### src/rtl/u8chk_pkg.sv
`default_nettype none

package u8chk_pkg;

  // byte class decided by the front stage
  typedef enum logic [2:0] {
    CL_PLAIN   = 3'd0,  // 0x00-0x7f other than newline
    CL_NL      = 3'd1,  // 0x0a
    CL_CONT    = 3'd2,  // 0x80-0xbf
    CL_BADLEAD = 3'd3,  // 0xc0-0xc1
    CL_LEAD2   = 3'd4,  // 0xc2-0xdf
    CL_LEAD3   = 3'd5,  // 0xe0-0xef
    CL_LEAD4   = 3'd6,  // 0xf0-0xf4
    CL_BAD     = 3'd7   // 0xf5-0xff
  } cls_t;

  typedef struct packed {
    cls_t cls;
    logic present;
    logic last;
  } item_t;

  localparam logic [7:0] BYTE_NL     = 8'h0a;
  localparam logic [7:0] CONT_LO     = 8'h80;
  localparam logic [7:0] CONT_HI     = 8'hbf;
  localparam logic [7:0] BADLEAD_HI  = 8'hc1;
  localparam logic [7:0] LEAD2_LO    = 8'hc2;
  localparam logic [7:0] LEAD2_HI    = 8'hdf;
  localparam logic [7:0] LEAD3_LO    = 8'he0;
  localparam logic [7:0] LEAD3_HI    = 8'hef;
  localparam logic [7:0] LEAD4_LO    = 8'hf0;
  localparam logic [7:0] LEAD4_HI    = 8'hf4;
  localparam logic [7:0] BAD_LO      = 8'hf5;

  localparam logic [1:0] OWED_NONE   = 2'd0;
  localparam logic [1:0] OWED_LEAD2  = 2'd1;
  localparam logic [1:0] OWED_LEAD3  = 2'd2;
  localparam logic [1:0] OWED_LEAD4  = 2'd3;

endpackage

`default_nettype wire

### src/rtl/u8chk_out_if.sv
`default_nettype none

interface u8chk_out_if;
  logic valid;
  logic ready;
  logic is_invalid;
  logic has_newline;

  modport source (output valid, is_invalid, has_newline, input ready);
  modport sink   (input valid, is_invalid, has_newline, output ready);
endinterface

`default_nettype wire

### src/rtl/u8chk_back.sv
`default_nettype none

module u8chk_back (
  input  wire logic             clk,
  input  wire logic             rst_n,
  input  wire u8chk_pkg::item_t pop_item,
  input  wire logic             pop_valid,
  output logic                  pop_ready,
  u8chk_out_if.source           out_ch
);

  logic [1:0] owed_r, owed_nxt;
  logic       failed_r, failed_nxt;
  logic       nl_r, nl_nxt;
  logic       out_valid_r;
  logic       invalid_r;
  logic       newline_r;
  logic       pop;

  // a last item waits only while a report is stuck in the output register
  assign pop_ready = !pop_item.last || !out_valid_r || out_ch.ready;
  assign pop       = pop_valid && pop_ready;

  always_comb begin
    owed_nxt   = owed_r;
    failed_nxt = failed_r;
    nl_nxt     = nl_r;
    if (pop_item.present && !failed_r) begin
      if (owed_r != u8chk_pkg::OWED_NONE) begin
        if (pop_item.cls == u8chk_pkg::CL_CONT) begin
          owed_nxt = owed_r - 2'd1;
        end else begin
          failed_nxt = 1'b1;
        end
      end else begin
        unique case (pop_item.cls) inside
          u8chk_pkg::CL_PLAIN: ;
          u8chk_pkg::CL_NL:    nl_nxt   = 1'b1;
          u8chk_pkg::CL_LEAD2: owed_nxt = u8chk_pkg::OWED_LEAD2;
          u8chk_pkg::CL_LEAD3: owed_nxt = u8chk_pkg::OWED_LEAD3;
          u8chk_pkg::CL_LEAD4: owed_nxt = u8chk_pkg::OWED_LEAD4;
          u8chk_pkg::CL_CONT, u8chk_pkg::CL_BADLEAD, u8chk_pkg::CL_BAD:
            failed_nxt = 1'b1;
          default: failed_nxt = 1'b1;
        endcase
      end
    end
  end

  always_ff @(posedge clk) begin
    if (!rst_n) begin
      owed_r      <= u8chk_pkg::OWED_NONE;
      failed_r    <= 1'b0;
      nl_r        <= 1'b0;
      out_valid_r <= 1'b0;
    end else begin
      if (out_ch.ready) out_valid_r <= 1'b0;
      if (pop) begin
        if (pop_item.last) begin
          owed_r      <= u8chk_pkg::OWED_NONE;
          failed_r    <= 1'b0;
          nl_r        <= 1'b0;
          out_valid_r <= 1'b1;
        end else begin
          owed_r   <= owed_nxt;
          failed_r <= failed_nxt;
          nl_r     <= nl_nxt;
        end
      end
    end
  end

  always_ff @(posedge clk) begin
    if (pop && pop_item.last) begin
      invalid_r <= failed_nxt || (owed_nxt != u8chk_pkg::OWED_NONE);
      newline_r <= nl_nxt;
    end
  end

  assign out_ch.valid       = out_valid_r;
  assign out_ch.is_invalid  = invalid_r;
  assign out_ch.has_newline = newline_r;

  a_clear_after_last: assert property (@(posedge clk) disable iff (!rst_n)
    (pop && pop_item.last) |=> (owed_r == u8chk_pkg::OWED_NONE) && !failed_r && !nl_r)
    else $error("string state not cleared after report");

  a_fail_sticky: assert property (@(posedge clk) disable iff (!rst_n)
    (failed_r && !(pop && pop_item.last)) |=> failed_r)
    else $error("failure flag dropped inside a string");

  a_report_from_last: assert property (@(posedge clk) disable iff (!rst_n)
    (out_valid_r && !$past(out_valid_r)) |-> $past(pop && pop_item.last))
    else $error("report without an end item");

  a_nl_frozen: assert property (@(posedge clk) disable iff (!rst_n)
    (failed_r && !nl_r && !(pop && pop_item.last)) |=> !nl_r)
    else $error("newline flag changed after failure");

endmodule

`default_nettype wire

### src/flat_wrapper.sv
// flat-port wrapper written by rule: the top's interface ports become plain ports
module u8chk_back_flat 
  (clk, rst_n, pop_item, pop_valid, pop_ready, out_ch_valid, out_ch_is_invalid, out_ch_has_newline, out_ch_ready);
  u8chk_out_if out_ch_i ();
  input  wire logic clk;
  input  wire logic rst_n;
  input  wire u8chk_pkg::item_t pop_item;
  input  wire logic pop_valid;
  output logic pop_ready;
  output wire logic [$bits(out_ch_i.valid)-1:0] out_ch_valid;
  output wire logic [$bits(out_ch_i.is_invalid)-1:0] out_ch_is_invalid;
  output wire logic [$bits(out_ch_i.has_newline)-1:0] out_ch_has_newline;
  input wire logic [$bits(out_ch_i.ready)-1:0] out_ch_ready;
  assign out_ch_valid = out_ch_i.valid;
  assign out_ch_is_invalid = out_ch_i.is_invalid;
  assign out_ch_has_newline = out_ch_i.has_newline;
  assign out_ch_i.ready = out_ch_ready;
  u8chk_back u_core (.clk(clk), .rst_n(rst_n), .pop_item(pop_item), .pop_valid(pop_valid), .pop_ready(pop_ready), .out_ch(out_ch_i));
endmodule
### config.mk
export PLATFORM = sky130hd
export DESIGN_NAME = u8chk_back_flat
export DESIGN_NICKNAME = d
export VERILOG_FILES = /design/src/rtl/u8chk_pkg.sv /design/src/rtl/u8chk_out_if.sv /design/src/rtl/u8chk_back.sv /design/src/flat_wrapper.sv
export SDC_FILE = /design/constraint.sdc
export NUM_CORES = 1
export LEC_CHECK = 0
export BUFFER_PORTS_ARGS = -buffer_cell sky130_fd_sc_hd__buf_2
export CORE_UTILIZATION = 30
export CTS_BUF_LIST = sky130_fd_sc_hd__clkbuf_4
export DETAILED_ROUTE_END_ITERATION = 8
export PLACE_DENSITY = 0.61
export SETUP_SLACK_MARGIN = 0.05
export SYNTH_ARGS = -nofsm -noshare
export SYNTH_HDL_FRONTEND = slang
export SYNTH_SLANG_ARGS = --single-unit
### constraint.sdc
create_clock -name clk -period 1.6 [get_ports clk]
set_clock_uncertainty 0.05 [all_clocks]
set_input_delay 0.08 -clock clk [delete_from_list [all_inputs] [get_ports clk]]
set_output_delay 0.08 -clock clk [all_outputs]
set_load 0.01 [all_outputs]
==> impl_results.md <==
- Failing checks: negative setup slack
- Ports: 13
- Worst hold slack: 0.0728 ns
- Clk buf depth: 2
- RSZ-0062 raised after global routing: yes
- Reg area: 163 um2
- Core Footprint: 1380 um2
- First-pass GRT wire length: 1.79 mm
- Vias in the first global route: 451
- # nets final: 84
- Syn Area/Cell: 8.58 um2
- Final setup viols: 1
- Antenna diodes: 0
- Critical Path RT: 1.52 ns
- Post-synthesis cell type count: 29
- # fillers: 140
- Met1 wire length: 468 um
- CTS tree: built
- CTS sink count: 7
- Peak Freq: 608 MHz
- Global route total overflow: 0
- Total GRT Usage: 0.131
- Initial antenna violation count: 0
- Status: finished with violations
- Placed insts: 83
- Via count: 472
- Tmin final: 1.65 ns
- Initial drt markers: 3
- Die W: 41.7 um
- CP startpoint kind: flop
- Starting Density: 0.341
- Pre-antenna DRT Iters: 4
- Yosys warning count: 0
- Final Hold Vio Count: 0
- Antenna Violating Nets Remaining: 0
- Register area share after synthesis: 0.340
- Non-Filler Instances: 88
- Synth Instances: 55
- Largest net degree at the start of global routing: 11
- Final worst slack: -0.0454 ns
- Top Layer Used: met3
- IO Port Bufs: 12
- FF+latch count, synth: 7
- Leakage: 0.248 nW
- Max Cap Viol: 0
- DRC: 0
- H-tree levels: 1
- Least-Margin Pin Slew: 0.278 ns
- Rows: 13
- Final core occ: 0.449
- Avg Vias per Cell: 5.36
- Worst VDD drop: 721 uV
- Pre-CTS setup slack: -0.0299 ns
- DP HPWL: 825 um
- Layout cell share with drive strength beyond 1: 0.411
- Cts bufs inserted: 3
- Cells along the critical path: inv_2 > ha_4 > or3b_4 > a211oi_4 > o2111ai_2
- Layout area overhead: 31.6%
- Setup CP Type: reg2reg
- Die Ht: 41.7 um
- Worst min path class: in2reg
- Routed Wire Length: 1.09 mm
- Multi-input combinational cell area: 318 um2
- Die Area: 1730 um2
- Period utilisation layout: 1.03
- CP max stage delay: 0.39 ns
- Cell Area, Synth: 472 um2
- Crit Path Max Fanout: 8
- Worst Path Arrival: 1.57 ns
- Clk slew on worst S/H paths: 0.06 ns
- Post-synthesis net count: 65
- Clock Latency Late Sink: 0.25 ns
- Relative slew slack: 0.814
- Power Density: 705 nW/um2
- Clock Root Buffer: clkbuf_4
- Final slew viol count: 0
- Met3 wire len: 46 um
- CP endpoint kind: flop
- Avg WL per Cell: 12.4 um
- Slowest cell on crit path: or3b_4
- Gpl congestion: 0.806
- Met2 wire len: 576 um
## cell type report
type | instances | share of cell area
repair buffers | 15 | 0.133
well taps | 15 | 0.0302
clock buffers | 3 | 0.0363
inverters | 3 | 0.0181
flip-flops and latches | 7 | 0.262
multi-input cells | 44 | 0.512
clock inverters | 1 | 0.00806
## cells in the mapped netlist
library cell / instances / area [um2]
and3_1: 1 / 6.26
o21ai_0: 4 / 20.0
nor3_1: 2 / 10.0
or3b_1: 1 / 8.76
inv_1: 3 / 11.3
o22ai_1: 2 / 12.5
and2_2: 2 / 15.0
a21boi_0: 1 / 7.51
buf_6: 1 / 11.3
nor2b_1: 5 / 31.3
nor3b_1: 1 / 7.51
a41o_1: 1 / 10.0
a31o_2: 1 / 8.76
a221o_1: 1 / 10.0
a41oi_1: 1 / 8.76
nand3b_1: 3 / 22.5
o2111ai_1: 1 / 8.76
nand3_1: 1 / 5.00
nand2_1: 4 / 15.0
ha_1: 1 / 12.5
or2b_1: 1 / 7.51
a21o_1: 1 / 7.51
o21a_1: 1 / 7.51
nor2_1: 4 / 15.0
a211oi_2: 1 / 12.5
nand2b_1: 2 / 12.5
edfxtp_1: 2 / 60.1
dfxtp_1: 5 / 100
a31oi_1: 1 / 6.26
## layer usage
layer  GRT usage  vias to the layer above
li1            -                      238
met5           0                        -
met4      0.0194                        0
met1       0.145                      223
met3      0.0522                        0
met2       0.238                       11
## critical path: cells and delay by family, from the launching register on
kind	cells	cell delay (ns)
fa+ha+maj	1	0.18
simple gates	1	0.39
compound gates	2	0.37
buf+inv	1	0.05
flops	1	0.33
## timing repair
action                                 4_1_cts  5_1_grt
resized for setup                            2        3
setup endpoints to repair                    2        2
pin swaps                                    1        2
buffers inserted                             1        0
endpoints found under the hold margin        0        0
hold buffers                                 0        0
## logic make-up after synthesis
family                     count (synthesis)  share of synthesized area
AOI/OAI and AO/OA                         16                      0.255
adders and majority gates                  1                     0.0265
buffers and inverters                      4                     0.0477
DFF                                        7                      0.340
and+or+nand+nor                           27                      0.332
## stage by stage
| step | cell area [um2] | TNS (ns) | power [W] |
|---|---|---|---|
| after floorplan | 485 | 0 | 0.000246 |
| after global placement | 568 | 0 | 0.000277 |
| after detailed placement | 568 | -0.0299 | 0.000277 |
| after CTS | 604 | 0 | 0.000440 |
| after global routing | 621 | -0.110 | 0.000462 |
| final | 621 | -0.0454 | 0.000438 |
## report_power, final
part,internal [W],leakage [nW],switching (W)
clock,0.0000912,0.0177,0.0000654
sequential,0.000190,0.0609,0.00000301
combinational,0.0000418,0.169,0.0000463
total,0.000323,0.248,0.000115
## registers in the layout (all words and copies together), names as in the netlist
register and flops:
u_core.nl_r 1, u_core.out_ch.has_newline 1, u_core.out_ch.is_invalid 1, u_core.failed_r 1
u_core.out_ch.valid 1, u_core.owed_r 2
## final timing paths
check                   startpoint                        to  slack [ns]  depth (start not counted)
hold / removal         pop_item[0]       u_core.out_ch.valid        0.07                          3
setup reg to reg  u_core.owed_r[1]  u_core.out_ch.is_invalid       -0.05                          5
setup / recovery  u_core.owed_r[1]  u_core.out_ch.is_invalid       -0.05                          5
hold reg to reg        u_core.nl_r               u_core.nl_r        0.43                          2
## cells in the final DEF (no fill, tap or decap)
cell / instances
nor3_1: 2
nor2b_1: 5
nor3b_1: 1
buf_2: 12
and2_2: 2
o2111ai_2: 1
or2b_1: 1
nand2b_1: 2
a221o_1: 1
nand2_1: 4
buf_4: 3
a41oi_1: 1
nand3b_1: 3
a31oi_1: 1
clkbuf_4: 3
inv_2: 2
a211oi_4: 1
a21boi_0: 1
o21ai_0: 4
a31o_2: 1
nand3_1: 1
a41o_1: 1
o22ai_1: 2
dfxtp_1: 3
a21o_1: 1
dfxtp_2: 2
nor2_1: 4
inv_1: 1
and3_1: 1
ha_4: 1
o21a_1: 1
clkinv_2: 1
edfxtp_1: 2
or3b_4: 1
Power figures use the tool's default switching activity.
